### src/rtl/pcpc_pkg.sv
// shared types, constants and register codes of the phase code pulse compressor
// no dependencies; imported by every rtl module of the block
package pcpc_pkg;

    // sample word layout: four 16-bit channels, main i lowest
    localparam int NUM_CH   = 4;
    localparam int SAMPLE_W = 16;
    localparam int TERM_W   = SAMPLE_W + 1;
    localparam int WORD_W   = NUM_CH * SAMPLE_W;

    // window depth default and adder tree group size
    localparam int MAX_TAPS_DEFAULT = 16;
    localparam int GROUP_SIZE       = 8;

    // configuration register widths
    localparam int LEN_CFG_W  = 5;
    localparam int SIGN_BITS  = 16;
    localparam int CFG_ADDR_W = 3;
    localparam int CFG_DATA_W = 32;

    // register index codes, taken from paddr[2]
    localparam logic REG_CODE_LENGTH = 1'b0;
    localparam logic REG_CODE_SIGNS  = 1'b1;

    typedef logic [NUM_CH-1:0][SAMPLE_W-1:0] chan_word_t;
    typedef logic [NUM_CH-1:0][TERM_W-1:0]   term_word_t;

    // per-cell control from the window sequencer
    typedef struct packed {
        logic shift;
        logic active;
        logic neg;
    } cell_ctrl_t;

endpackage

### src/rtl/pcpc_scaler.sv
// divides one correlation sum by the code length through a reciprocal multiply,
// truncating toward zero and wrapping to 16 bits; depends on pcpc_pkg
module pcpc_scaler #(
    parameter int SUM_W   = 21,
    parameter int RECIP_W = 25,
    parameter int SHIFT   = 24
) (
    input  logic                                aclk,
    input  logic                                en,
    input  logic signed [SUM_W-1:0]             sum_in,
    input  logic        [RECIP_W-1:0]           recip,
    output logic        [pcpc_pkg::SAMPLE_W-1:0] result
);
    import pcpc_pkg::*;

    localparam int MAG_W  = SUM_W - 1;
    localparam int PROD_W = MAG_W + RECIP_W;

    logic [MAG_W-1:0]  mag;
    logic [PROD_W-1:0] prod_reg;
    logic              neg_reg;
    logic [SAMPLE_W-1:0] quot;
    logic [SAMPLE_W-1:0] result_reg;

    // magnitude of the sum
    always_comb begin
        logic signed [SUM_W-1:0] absval;
        absval = sum_in[SUM_W-1] ? -sum_in : sum_in;
        mag = absval[MAG_W-1:0];
    end

    // multiply stage
    always_ff @(posedge aclk) begin
        if (en) begin
            prod_reg <= PROD_W'(mag) * PROD_W'(recip);
            neg_reg  <= sum_in[SUM_W-1];
        end
    end

    // shift back, restore sign, wrap
    assign quot = prod_reg[SHIFT +: SAMPLE_W];

    always_ff @(posedge aclk) begin
        if (en) begin
            result_reg <= neg_reg ? -quot : quot;
        end
    end

    assign result = result_reg;

endmodule

### config.mk
export PLATFORM = sky130hd
export DESIGN_NAME = pcpc_scaler
export DESIGN_NICKNAME = d
export VERILOG_FILES = /design/src/rtl/pcpc_pkg.sv /design/src/rtl/pcpc_scaler.sv
export SDC_FILE = /design/constraint.sdc
export NUM_CORES = 1
export LEC_CHECK = 0
export BUFFER_PORTS_ARGS = -buffer_cell sky130_fd_sc_hd__buf_2
export CORE_MARGIN = 2
export CORE_UTILIZATION = 60
export DETAILED_ROUTE_END_ITERATION = 8
export MAX_ROUTING_LAYER = met4
export PLACE_DENSITY = 0.85
export SYNTH_ARGS = -nofsm -noshare
export SYNTH_HDL_FRONTEND = slang
export SYNTH_SLANG_ARGS = --single-unit
### constraint.sdc
create_clock -name aclk -period 9.4 [get_ports aclk]
set_input_delay 0.94 -clock aclk [delete_from_list [all_inputs] [get_ports aclk]]
set_output_delay 0.94 -clock aclk [all_outputs]
set_load 0.01 [all_outputs]
==> results of run 1 <==
stage by stage:
step	util [%]	hold slack, ps	std cells	cell area, um2
6_report	64.3	537	2163	17300
5_1_grt	64.3	552	2163	17300
4_1_cts	64.3	532	2163	17300
3_5_place_dp	63.8	520	2155	17200
3_3_place_gp	63.8	519	2155	17200
2_1_floorplan	-	477	1814	16500
worst reg2reg max path, stage by stage, from the launching register on:
cell      delay, ps
edfxtp_1        440
nor3_1          250
nand2_1         130
or3_1           370
or4_1           460
o21ai_0         300
nand2_1         110
xor2_1          150
synthesized netlist by cell type (2+ instances only):
| master | n | area, um2 |
|---|---|---|
| inv_1 | 431 | 1620 |
| fa_1 | 401 | 8030 |
| nand2_1 | 324 | 1220 |
| and2_1 | 179 | 1120 |
| ha_1 | 124 | 1550 |
| clkbuf_1 | 90 | 338 |
| xnor2_1 | 46 | 403 |
| edfxtp_1 | 33 | 991 |
| nor2_1 | 23 | 86.3 |
| o21ai_0 | 23 | 115 |
| a21oi_1 | 19 | 95.1 |
| nor2b_1 | 16 | 100 |
| o31ai_1 | 11 | 82.6 |
| a21o_1 | 8 | 60.1 |
| xor2_1 | 8 | 70.1 |
| nand2b_1 | 7 | 43.8 |
| nand3_1 | 7 | 35.0 |
| nor3_1 | 7 | 35.0 |
| nand4_1 | 6 | 37.5 |
| o21a_1 | 6 | 45.0 |
| nor4_1 | 5 | 31.3 |
| a211oi_1 | 4 | 30.0 |
| o41ai_1 | 4 | 35.0 |
| or4_1 | 4 | 30.0 |
| a211o_1 | 3 | 26.3 |
| and3_1 | 3 | 18.8 |
| and4_1 | 2 | 17.5 |
| or3_1 | 2 | 12.5 |
cell families (layout without fill, tap and decap cells):
family                   count (synthesis)  count (layout)
AND/OR/NAND/NOR                        590             590
adder cells (fa/ha/maj)                525             525
buffers and inverters                  521             529
AO/OA/AOI/OAI                           89              89
XOR/XNOR                                55              55
flip-flops                              33              33
multiplexers                             1               1
worst max path at each step:
stage / endpoint / slack [ps]
global route: prod_reg[33] / 180
global placement: prod_reg[33] / 520
floorplan: prod_reg[33] / 740
CTS: prod_reg[33] / 460
finish: prod_reg[33] / 600
detailed placement: prod_reg[33] / 210
cell type report:
| type | instances | area share [%] |
|---|---|---|
| Tap cell | 341 | 2.46 |
| Clock inverter | 3 | 0.130 |
| Sequential cell | 33 | 5.71 |
| Inverter | 431 | 9.33 |
| Multi-Input combinational cell | 1260 | 78.7 |
| Clock buffer | 5 | 0.722 |
| Timing Repair Buffer | 90 | 2.99 |
metal layers:
layer | GRT usage [%] | vias up | part of all wire (%) | wire (um)
met5 | - | - | 0 | 0
met4 | 16.0 | 0 | 6.1 | 2600
met3 | 4.17 | 200 | 8.3 | 3540
met2 | 57.0 | 690 | 52 | 21900
met1 | 37.7 | 6420 | 34 | 14500
li1 | - | 5303 | - | -
==> run summary, run 1 <==
CTS buffer count = 5
R2R cell count = 7
Final Hold Viols = 0
crit-path max cell delay = 560 ps
fmax = 114 MHz
# rows = 60
fin crit period = 8800 ps
CP delay by family, top = adder cells
first-pass GRT wire length = 71.3 mm
number of synthesized flops with an enable pin = 33
worst r2r src = prod_reg[24]
GP Congestion = 0.957
commonest non-fill, non-tap cells in the layout = inv_1, fa_1, nand2_1
FF-to-FF End = result[13]
largest net degree at the start of global routing = 34
Netlist cell types = 46
Slew headroom = 38.3%
dpl ws = 211 ps
mux cell area share after synthesis = 0.0608%
DRT Wirelength = 42.5 mm
total congestion overflow = 0
worst path required time = 9400 ps
initial antenna violation count = 0
Die H = 170 um
Synth Area in XOR/XNOR = 3.01%
Net Count, Synth = 2387
CP most frequent cell = fa_1
Buf/Inv on CP = 6
fraction of layout instances using a drive strength above 1 = 6.59%
Placeable Area = 0.0270 mm2
Setup CP Type = input port to register
maximum clock insertion buffer count = 2
Synth Cell Area = 0.0165 mm2
reg2reg setup slack = 6930 ps
crit-path max FO = 12
clock sinks = 33
Die W = 170 um
final slew viol count = 0
area occupied by registers = 991 um2
vias per cell = 5.83
clk root buf = clkbuf_16
via count = 12613
Post-CTS Setup Inserts = 0
status = complete, no violations
Syn Area/Cell = 9.07 um2
final setup margin = 597 ps
clock slew at reported path FFs = 60 ps
Async SR Flop Fraction = 0%
most common cell after layout, fill and taps aside = inv_1
Post-DP HPWL = 32.5 mm
Fill cells = 2081
Yosys reg bits = 33
TritonCTS clock tree = built
Min-Delay Endpoint = result[0]
max capacitance violation total = 0
CP max stage cell = fa_1
Final nets = 2394
Synth Area in Compound Gates = 3.65%
Gate Count Post-Synth = 1814
final period utilization = 93.7%
Post-Synth Simple-Gate Area = 17.2%
HP Start = prod_reg[24]
Total GRT Usage = 32.8%
Final ANT Viol Nets = 0
die area = 0.0288 mm2
Worst Skew = 5.14 ps
port bufs = 63
number of cells on the worst hold path = 0
I/O pin cnt = 64
synth warn = 0
number of detailed-route iterations in the first pass = 5
Post-synth top flop = edfxtp_1
largest family of logic cells by synthesized area = adder cells
Crit. End Element = register
CP Depth = 27
Setup crit start = sum_in[3]
area grow syn2layout = 5.36%
H-tree depth = 2
Clock Latency Late Sink = 280 ps
RSZ-0062 raised after global routing = no
Worst Tran Pin Value = 921 ps
multi-input logic area = 0.0136 mm2
hold_buf cts = 0
Setup crit start kind = input port
setup TNS = 0 ps
Crit path arrival time = 8800 ps
adder-cell share of the synthesized area = 58.2%
post-cts repair resize count = 0
vias in the first global route = 14442
HP Class = register to register
WL/cell = 19.7 um
initial core utilization = 61.1%
Finish-stage setup viols = 0
register area share after synthesis = 6.02%
initial DRC count = 915
Ant. Diodes = 0
DRC errors left = 0
Power of run 1 is left out: the tool's default activity adds up to more than one toggle a clock period on the data nets, which glitch-free logic cannot reach.
==> run 2: changes to the inputs <==
--- a/config.mk
+++ b/config.mk
@@ -11,6 +11,7 @@
 export DETAILED_ROUTE_END_ITERATION = 8
 export MAX_ROUTING_LAYER = met4
 export PLACE_DENSITY = 0.85
+export SKIP_CTS_REPAIR_TIMING = 1
 export SYNTH_ARGS = -nofsm -noshare
 export SYNTH_HDL_FRONTEND = slang
 export SYNTH_SLANG_ARGS = --single-unit
==> constraint.sdc (replaced) <==
create_clock -name aclk -period 9.4 [get_ports aclk]
set_input_delay 1.41 -clock aclk [delete_from_list [all_inputs] [get_ports aclk]]
set_output_delay 1.41 -clock aclk [all_outputs]
set_load 0.01 [all_outputs]
==> run summary, run 2 (same netlist as run 1, synthesis figures left out) <==
HP Class = register to register
R2R cell count = 7 (unchanged)
I/O pin cnt = 64 (unchanged)
# rows = 60 (unchanged)
CTS buffer count = 5 (unchanged)
Buf/Inv on CP = 6 (unchanged)
Placeable Area = 0.0270 mm2 (unchanged)
worst path required time = 9400 ps (about the same)
FF-to-FF End = result[13]
Worst Skew = 5.70 ps (+0.558 ps)
final period utilization = 97.3% (+3.7 points)
Finish-stage setup viols = 0 (unchanged)
Setup crit start = sum_in[8]
Worst Tran Pin Value = 930 ps (+8.49 ps)
Post-DP HPWL = 32.5 mm (about the same)
CP delay by family, top = adder cells
first-pass GRT wire length = 69.2 mm (-2.9%)
area grow syn2layout = 5.80%
maximum clock insertion buffer count = 2 (unchanged)
vias in the first global route = 14174 (-1.9%)
clk root buf = clkbuf_16
setup TNS = 0 ps (unchanged)
Ant. Diodes = 0 (unchanged)
Setup crit start kind = input port
max capacitance violation total = 0 (unchanged)
Slew headroom = 37.6% (-0.68 points)
final slew viol count = 0 (unchanged)
port bufs = 63 (unchanged)
DRC errors left = 0 (unchanged)
TritonCTS clock tree = built
fmax = 109 MHz (-3.8%)
Clock Latency Late Sink = 270 ps (about the same)
Die H = 170 um (unchanged)
Die W = 170 um (unchanged)
WL/cell = 19.7 um (+0.29%)
clock slew at reported path FFs = 50 ps (about the same)
clock sinks = 33 (unchanged)
Critical Path Sink = prod_reg[33]
CP most frequent cell = fa_1
most common cell after layout, fill and taps aside = inv_1
GP Congestion = 0.942 (-1.6%)
initial core utilization = 61.1% (unchanged)
initial antenna violation count = 0 (unchanged)
DRT Wirelength = 42.7 mm (+0.43%)
CP max stage cell = or4_1
vias per cell = 5.80 (-0.57%)
Total GRT Usage = 32.0% (-0.76 points)
crit-path max cell delay = 590 ps (+30 ps)
Crit path arrival time = 9150 ps (+350 ps)
fin crit period = 9150 ps (+347 ps)
largest net degree at the start of global routing = 34 (unchanged)
Fin Hold WS = 565 ps (+27.5 ps)
number of detailed-route iterations in the first pass = 5 (unchanged)
Crit. End Element = register
total congestion overflow = 0 (unchanged)
reg2reg setup slack = 6960 ps (+30 ps)
Final nets = 2397 (+0.13%)
via count = 12559 (-0.43%)
commonest non-fill, non-tap cells in the layout = inv_1, fa_1, nand2_1
initial DRC count = 867 (-5.2%)
dpl cells = 2154 (-0.046%)
dpl ws = -46.4 ps (-258 ps)
Final ANT Viol Nets = 0 (unchanged)
worst r2r src = prod_reg[24]
crit-path max FO = 10 (-2)
status = complete, no violations
fraction of layout instances using a drive strength above 1 = 6.85% (+0.26 points)
final setup margin = 250 ps (-347 ps)
RSZ-0062 raised after global routing = no
H-tree depth = 2 (unchanged)
CP Depth = 26 (-3.7%)
Final Hold Viols = 0 (unchanged)
Setup CP Type = input port to register
non-filler cells in the finished layout = 2166 (+0.14%)
die area = 0.0288 mm2 (unchanged)
-- run 2: cell count changes in the layout (fill, tap and decap cells not counted), sizes merged --
cell	previous run	this run
clkinvlp	3	0
clkbuf	5	6
clkinv	0	2
buf	90	93
-- run 2: through the flow --
stage	utilization [%]	cell area, um2
finish	64.6	17400
global route	64.6	17400
CTS	64.3	17300
detailed placement	63.8	17200
global placement	63.8	17200
floorplan	-	16500
-- run 2: worst register-to-register path, stage by stage, from the launching register on --
cell and delay, ps:
edfxtp_1 470, nor3_1 200, nand2_1 100, or3_1 360, or4_1 470, o21ai_0 320, nand2_1 110, xor2_1 160
-- run 2: cell type report --
type                       instances  area (um2)
fill                            2085        9540
clock buffer                       6         129
tap                              341         427
sequential                        33         991
inverter                         431        1620
clock inverter                     2        10.0
multi-input combinational       1260       13700
timing repair buffer              93         582
-- run 2: worst min-delay path by stage --
stage / startpoint / to / slack (ps) / cells past startpoint
detailed placement: prod_reg[24] / result[0] / 520 / 0
global route: prod_reg[24] / result[0] / 600 / 0
finish: prod_reg[39] / result[15] / 560 / 1
global placement: prod_reg[24] / result[0] / 540 / 0
floorplan: prod_reg[24] / result[0] / 480 / 0
CTS: prod_reg[39] / result[15] / 570 / 1
-- run 2: routing by layer --
layer	global-route usage [%]	routed length, um	vias up	part of all wire (%)
li1	-	-	5308	-
met1	36.1	14300	6352	34
met2	55.9	22000	681	51
met3	3.75	3640	218	8.5
met4	17.4	2760	0	6.5
met5	-	0	-	0
Power of run 2 is left out for the same reason.
