==> src/rtl/pcpc_pkg.sv <==
// shared types, constants and register codes of the phase code pulse compressor
// no dependencies; imported by every rtl module of the block
package pcpc_pkg;

    // sample word layout: four 16-bit channels, main i lowest
    localparam int NUM_CH   = 4;
    localparam int SAMPLE_W = 16;
    localparam int TERM_W   = SAMPLE_W + 1;
    localparam int WORD_W   = NUM_CH * SAMPLE_W;

    // window depth default and adder tree group size
    localparam int MAX_TAPS_DEFAULT = 16;
    localparam int GROUP_SIZE       = 8;

    // configuration register widths
    localparam int LEN_CFG_W  = 5;
    localparam int SIGN_BITS  = 16;
    localparam int CFG_ADDR_W = 3;
    localparam int CFG_DATA_W = 32;

    // register index codes, taken from paddr[2]
    localparam logic REG_CODE_LENGTH = 1'b0;
    localparam logic REG_CODE_SIGNS  = 1'b1;

    typedef logic [NUM_CH-1:0][SAMPLE_W-1:0] chan_word_t;
    typedef logic [NUM_CH-1:0][TERM_W-1:0]   term_word_t;

    // per-cell control from the window sequencer
    typedef struct packed {
        logic shift;
        logic active;
        logic neg;
    } cell_ctrl_t;

endpackage

==> src/rtl/pcpc_cell.sv <==
// one window cell: holds a sample word, hands it to the next cell on shift
// and presents its signed code term; depends on pcpc_pkg
module pcpc_cell (
    input  logic                 aclk,
    input  pcpc_pkg::cell_ctrl_t ctrl,
    input  pcpc_pkg::chan_word_t data_in,
    output pcpc_pkg::chan_word_t data_out,
    output pcpc_pkg::term_word_t term
);
    import pcpc_pkg::*;

    chan_word_t sample_reg;

    // sample storage, moves one cell down the chain per accepted word
    always_ff @(posedge aclk) begin
        if (ctrl.shift) begin
            sample_reg <= data_in;
        end
    end

    assign data_out = sample_reg;

    // weighted term: +sample, -sample or zero outside the code
    always_comb begin
        logic signed [TERM_W-1:0] sx;
        for (int c = 0; c < NUM_CH; c++) begin
            sx = TERM_W'($signed(sample_reg[c]));
            if (!ctrl.active) begin
                term[c] = '0;
            end else if (ctrl.neg) begin
                term[c] = -sx;
            end else begin
                term[c] = sx;
            end
        end
    end

endmodule

==> config.mk <==
export PLATFORM = sky130hd
export DESIGN_NAME = pcpc_cell
export DESIGN_NICKNAME = d
export VERILOG_FILES = /design/src/rtl/pcpc_pkg.sv /design/src/rtl/pcpc_cell.sv
export SDC_FILE = /design/constraint.sdc
export NUM_CORES = 1
export LEC_CHECK = 0
export BUFFER_PORTS_ARGS = -buffer_cell sky130_fd_sc_hd__buf_2
export CORE_ASPECT_RATIO = 1.75
export CORE_MARGIN = 1.5
export CORE_UTILIZATION = 42
export CTS_CLUSTER_DIAMETER = 50
export DETAILED_ROUTE_END_ITERATION = 10
export PLACE_DENSITY = 0.85
export SLEW_MARGIN = 10
export SYNTH_ARGS = -nofsm -noshare
export SYNTH_HDL_FRONTEND = slang
export SYNTH_SLANG_ARGS = --single-unit
==> constraint.sdc <==
create_clock -name aclk -period 1.75 [get_ports aclk]
set_input_delay 0.0875 -clock aclk [delete_from_list [all_inputs] [get_ports aclk]]
set_output_delay 0.0875 -clock aclk [all_outputs]
set_load 0.02 [all_outputs]
==> results of run 1 <==
[worst min path at each step]
stage,from,slack [ns],endpoint,cells past startpoint
floorplan,data_in[0],0.19,data_out[0]$_DFFE_PP_,0
global placement,data_in[35],0.26,data_out[35]$_DFFE_PP_,1
detailed placement,data_in[7],0.27,data_out[7]$_DFFE_PP_,1
CTS,ctrl[2],0.29,data_out[41]$_DFFE_PP_,2
global route,ctrl[2],0.30,data_out[40]$_DFFE_PP_,2
finish,ctrl[2],0.28,data_out[43]$_DFFE_PP_,2
[stage by stage]
stage               worst slack (ns)  util, %  setup TNS [ns]
detailed placement            -0.340     66.1           -8.70
global placement              -0.307     66.1           -6.94
CTS                           -0.617     85.0          -23.68
finish                        -0.718     90.2          -28.04
floorplan                     -0.405        -           -6.38
global route                  -0.781     90.2          -31.05
[logic make-up after synthesis]
logic type	after synthesis	share of synthesized area [%]
muxes	8	2.02
buffers and inverters	38	4.35
and+or+nand+nor	108	17.6
AOI/OAI and AO/OA	54	14.5
xor gates and xnor gates	54	11.9
DFF	64	48.4
adders and majority gates	4	1.26
[where the power goes]
group / leakage [nW] / internal, W / switching, W
Combinational: 2.92 / 0.00113 / 0.00113
Sequential: 0.626 / 0.00183 / 0.000102
Clock: 0.136 / 0.00109 / 0.000665
[cell usage after synthesis]
cell type  number
a21boi_1        2
and2_1         60
buf_1           4
buf_2           6
buf_6           3
clkbuf_1       14
edfxtp_1       64
ha_1            4
inv_1          11
mux2i_1         8
nand2_1         8
nand2b_1        6
nor2b_1         4
o21ai_1         8
o311ai_1        2
o31ai_1        19
o31ai_2         2
o41ai_1         4
o41ai_2        15
o41ai_4         2
or2_2           4
or3_1          10
or3b_1          4
or4_1           7
or4_4           5
xnor2_1        54
[area by class of cell]
type                       instances  share of cell area, %
clock buffer                       9                   2.73
multi-input combinational        230                   34.1
sequential                        64                   23.3
timing repair buffer             376                   36.8
clock inverter                     7                  0.758
tap                              120                   1.82
inverter                          11                  0.500
antenna                            1                 0.0303
[layer usage]
metal  track usage, %  share of wire [%]  vias up
met5                0                  0        -
met4             18.5                7.2        0
met2             56.6                 56      217
li1                 -                  -     1946
met1             28.7                 33     2110
met3             5.63                4.2       88
[timing repair]
action / 4_1_cts / 5_1_grt
hold buffers: 64 / 0
resized for setup: 161 / 75
pin swaps: 46 / 44
cloned: 3 / 0
endpoints found under the setup margin: 52 / 59
hold endpoints to repair: 64 / 0
setup buffers: 11 / 28
==> out/summary.txt, run 1 <==
outcome = complete, but fails checks
failing checks = negative setup slack
Worst Tran Pin Value = 0.375 ns
dpl hpwl = 8.50 mm
post-synthesis sequential area ratio = 48.4%
fin. max-slew vios = 0
Synth Warn # = 0
total gr overflow = 0
max FFs per register = 64
synthesized net count = 402
worst-case clock buffer depth = 2
largest net degree at the start of global routing = 71
Yosys top cell area share = 48.4%
max_cap viols = 0
Cell Chain, Critical Path = or4_4 -> or3_4 -> buf_4 -> o311ai_4 -> a21boi_1 -> buf_2
final setup violating endpoints = 52
vias per cell = 5.33
Vias = 4361
CTS Sinks = 64
area used by multi-input combinational logic = 2820 µm²
Fill cells = 368
Setup Crit Path Kind = reg -> out
cell area after layout = 8260 µm²
Die Area = 10100 µm²
antenna violations before repair = 1
Req. time, crit path = 1.66 ns
IO Pins = 200
Post-layout nets = 764
Core Box Area = 9150 µm²
fin crit share = 141%
CP endpoint = term[67]
Synth area leaders = edfxtp_1, xnor2_1, and2_1
H-tree depth = 3
Syn-to-layout area delta = 108%
min Tclk post-route = 2.47 ns
clock buffer count from CTS = 9
DR iter-0 viols = 230
largest area contributor in the netlist = edfxtp_1
commonest non-fill, non-tap cells in the layout = buf_2, buf_4, buf_6
number of global-route vias before repair = 4538
Buf+Inv Stages, Crit Path = 2
CP max-delay cell = or4_4
Syn Inst Count = 330
RSZ-0062 raised after global routing = yes
commonest non-fill, non-tap cell in the layout = buf_2
Hold Vio Cnt, Final = 0
TritonCTS clock tree = built
Reg area = 1920 µm²
Setup crit start = data_out[59]$_DFFE_PP_
Routed WL = 17.3 mm
Worst path top cell family by delay = simple AND/OR/NAND/NOR gates
placed instance count = 705
global-route wire length before repair = 23.3 mm
final worst-path setup slack = -0.718 ns
Chip Height = 132 µm
fmax = 0.405 GHz
static leakage power = 3.68 nW
Slew HR = 75.0%
remaining antenna violation count = 0
syn_area_per_cell = 12.0 µm²
Hold WS = 0.282 ns
CP startpoint kind = register
Total Routing Usage GR = 29.8%
Placer Congestion = 0.847
final cell count without fillers = 818
IO buf count = 199
pwr/cell area = 721 nW/µm²
highest cell delay on the worst timing path = 0.58 ns
crit end category = output port
placed cell areas = 6050 µm²
Wirelength per Cell = 21.1 µm
Initial Utilization = 43.4%
DRC violation count after routing = 0
Cell Rows = 46
layout cell share with drive strength beyond 1 = 67.9%
CP Data Arrival Time = 2.38 ns
CP Depth = 6
Overall Power = 0.00595 W
CTS Root Cell = clkbuf_16
Hold Crit Class = in -> reg
Cell variety after synth = 26
worst-path fanout max = 2
Die W = 76.5 µm
clock transition at the registers of the reported paths = 0.06 ns
#FFs+latches synth = 64
DRT Pass-1 Iters = 4
Post-Syn Area = 3970 µm²
Max IR drop VDD = 0.696 mV
(Power assumes the default switching activity.)
==> inputs of run 2 (changes only) <==
==> config.mk (replaced) <==
export PLATFORM = sky130hd
export DESIGN_NAME = pcpc_cell
export DESIGN_NICKNAME = d
export VERILOG_FILES = /design/src/rtl/pcpc_pkg.sv /design/src/rtl/pcpc_cell.sv
export SDC_FILE = /design/constraint.sdc
export NUM_CORES = 1
export LEC_CHECK = 0
export BUFFER_PORTS_ARGS = -buffer_cell sky130_fd_sc_hd__buf_4
export CORE_ASPECT_RATIO = 1.75
export CORE_MARGIN = 1.5
export CORE_UTILIZATION = 46
export CTS_CLUSTER_DIAMETER = 50
export DETAILED_ROUTE_END_ITERATION = 10
export PLACE_DENSITY = 0.89
export SLEW_MARGIN = 25
export SYNTH_ARGS = -nofsm -noshare
export SYNTH_HDL_FRONTEND = slang
export SYNTH_SLANG_ARGS = --single-unit
==> constraint.sdc (replaced) <==
create_clock -name aclk -period 2.3 [get_ports aclk]
set_input_delay 0.115 -clock aclk [delete_from_list [all_inputs] [get_ports aclk]]
set_output_delay 0.115 -clock aclk [all_outputs]
set_load 0.02 [all_outputs]
==> run 2 against run 1 <==
  * The run still ends with negative setup slack left
  * Hold slack gained 0.14 ns
  * Total power shrank 27%
  * First-iteration DRC count grew 9.1%
  * Non-clock buffer count shrank 63
  * Via count shrank 8.0%
  * Sequential share of layout area grew 3.5 points
  * Global-route usage shrank 0.19 points
  * Final cell count shrank 8.7%
  * Die area shrank 8.4%
  * Design area shrank 13%
  * Combinational power shrank 39%
==> out/summary.txt, run 2 (synthesized netlist as in run 1, its figures left out) <==
CP Data Arrival Time = 2.37 ns (was 2.38 ns)
Post-layout nets = 699 (was 764)
dpl hpwl = 8.07 mm (was 8.50 mm)
CTS Sinks = 64 (unchanged)
Hold Crit Class = in -> reg (unchanged)
clock buffer count from CTS = 9 (unchanged)
Wirelength per Cell = 20.3 µm (was 21.1 µm)
antenna violations before repair = 0 (was 1)
area used by multi-input combinational logic = 2180 µm² (was 2820 µm²)
DRT Pass-1 Iters = 5 (was 4)
layout cell share with drive strength beyond 1 = 51.6% (was 67.9%)
worst-case clock buffer depth = 2 (unchanged)
Core Box Area = 8310 µm² (was 9150 µm²)
Cell Rows = 44 (was 46)
Total Routing Usage GR = 29.6% (was 29.8%)
worst slack, placed = 0.160 ns (was -0.340 ns)
IO buf count = 199 (unchanged)
Die Area = 9220 µm² (was 10100 µm²)
Max IR drop VDD = 0.496 mV (was 0.696 mV)
static leakage power = 3.09 nW (was 3.68 nW)
Hold Vio Cnt, Final = 0 (unchanged)
Placer Congestion = 0.860 (was 0.847)
Syn-to-layout area delta = 80.5% (was 108%)
commonest non-fill, non-tap cells in the layout = buf_4, edfxtp_1, dlygate4sd3_1 (was buf_2, buf_4, buf_6)
remaining antenna violation count = 0 (unchanged)
n_diodes = 0 (was 1)
fin. max-slew vios = 0 (unchanged)
max_cap viols = 0 (unchanged)
crit end category = output port (unchanged)
Req. time, crit path = 2.18 ns (was 1.66 ns)
CP startpoint kind = register (unchanged)
min Tclk post-route = 2.48 ns
final setup violating endpoints = 29 (was 52)
commonest non-fill, non-tap cell in the layout = buf_4 (was buf_2)
Fill cells = 390 (was 368)
Setup Crit Path Kind = reg -> out (unchanged)
total gr overflow = 0 (unchanged)
outcome = complete, but fails checks (unchanged)
number of global-route vias before repair = 4044 (was 4538)
fmax = 0.403 GHz
DR iter-0 viols = 251 (was 230)
Initial Utilization = 47.8% (was 43.4%)
H-tree depth = 3 (unchanged)
Vias = 4013 (was 4361)
final worst-path setup slack = -0.183 ns (was -0.718 ns)
global-route wire length before repair = 20.4 mm (was 23.3 mm)
RSZ-0062 raised after global routing = yes (unchanged)
largest net degree at the start of global routing = 71 (unchanged)
Die W = 73.2 µm (was 76.5 µm)
final cell count without fillers = 747 (was 818)
max FFs per register = 64 (unchanged)
IO Pins = 200 (unchanged)
CTS Root Cell = clkbuf_16 (unchanged)
Reg area = 1920 µm² (unchanged)
Worst Tran Pin Value = 1.06 ns (was 0.375 ns)
Routed WL = 15.2 mm (was 17.3 mm)
clock transition at the registers of the reported paths = 0.06 ns (about the same)
pwr/cell area = 606 nW/µm² (was 721 nW/µm²)
fin crit share = 108%
DRC violation count after routing = 0 (unchanged)
placed instance count = 623 (was 705)
worst-path fanout max = 3 (was 2)
vias per cell = 5.37 (was 5.33)
Chip Height = 126 µm (was 132 µm)
Slew HR = 29.3% (was 75.0%)
failing checks = negative setup slack (unchanged)
TritonCTS clock tree = built (unchanged)
run 2: cell count changes in the layout (fill, tap and decap cells not counted), moves of 15 or more:
cell	previous run	this run
buf_6	71	17
o31ai_4	20	5
and2_4	49	0
buf_4	88	232
buf_2	142	0
and2_1	11	60
run 2: area by class of cell:
type                       instances  area share [%]
clock inverter                     7            1.20
sequential                        64            26.8
inverter                          11           0.576
timing repair buffer             313            35.9
clock buffer                       9            3.14
tap                              115            2.01
multi-input combinational        228            30.4
run 2: path summary, 6_finish.rpt:
check / endpoint / slack, ns / startpoint / cells after the start
worst max-delay path: term[14] / -0.18 / data_out[11]$_DFFE_PP_ / 6
worst min-delay path: data_out[49]$_DFFE_PP_ / 0.42 / ctrl[2] / 1
run 2: repair_timing:
| item | 4_1_cts | 5_1_grt |
|---|---|---|
| gates resized for setup | 26 | 39 |
| pin swaps | 14 | 21 |
| endpoints found under the hold margin | 64 | 0 |
| hold buffers | 64 | 0 |
| setup endpoints to repair | 40 | 42 |
| setup buffers | 24 | 20 |
run 2: power by group:
part | switching, W | internal (W) | leakage, nW | total, W
Combinational | 0.000696 | 0.000686 | 2.31 | 0.00138
Sequential | 0.000112 | 0.00140 | 0.626 | 0.00151
Clock | 0.000515 | 0.000939 | 0.153 | 0.00145
Total | 0.00132 | 0.00302 | 3.09 | 0.00434
run 2: worst max-delay path, cell delays in order, from the launching register on:
cell	delay [ns]
edfxtp_1	0.44
or4_4	0.55
buf_4	0.18
o41ai_4	0.37
xnor2_1	0.17
and2_1	0.17
buf_4	0.15
run 2: layer usage:
metal | part of all wire [%] | GRT usage, % | vias up
li1 | - | - | 1796
met1 | 32 | 29.0 | 1962
met2 | 57 | 54.9 | 200
met3 | 5.4 | 6.16 | 55
met4 | 5.2 | 16.6 | 0
met5 | 0 | 0 | -
run 2: metrics by stage:
step / cell area, µm² / hold slack [ns] / util (%) / TNS (ns) / total power [W]
final: 7170 / 0.423 / 86.2 / -1.77 / 0.00434
after global routing: 7170 / 0.443 / 86.2 / -4.54 / 0.00448
after CTS: 6800 / 0.430 / 81.8 / -0.625 / 0.00418
after detailed placement: 5520 / 0.294 / 66.4 / 0 / 0.00260
after global placement: 5520 / 0.293 / 66.4 / 0 / 0.00257
after floorplan: 3970 / 0.214 / - / 0 / 0.00210
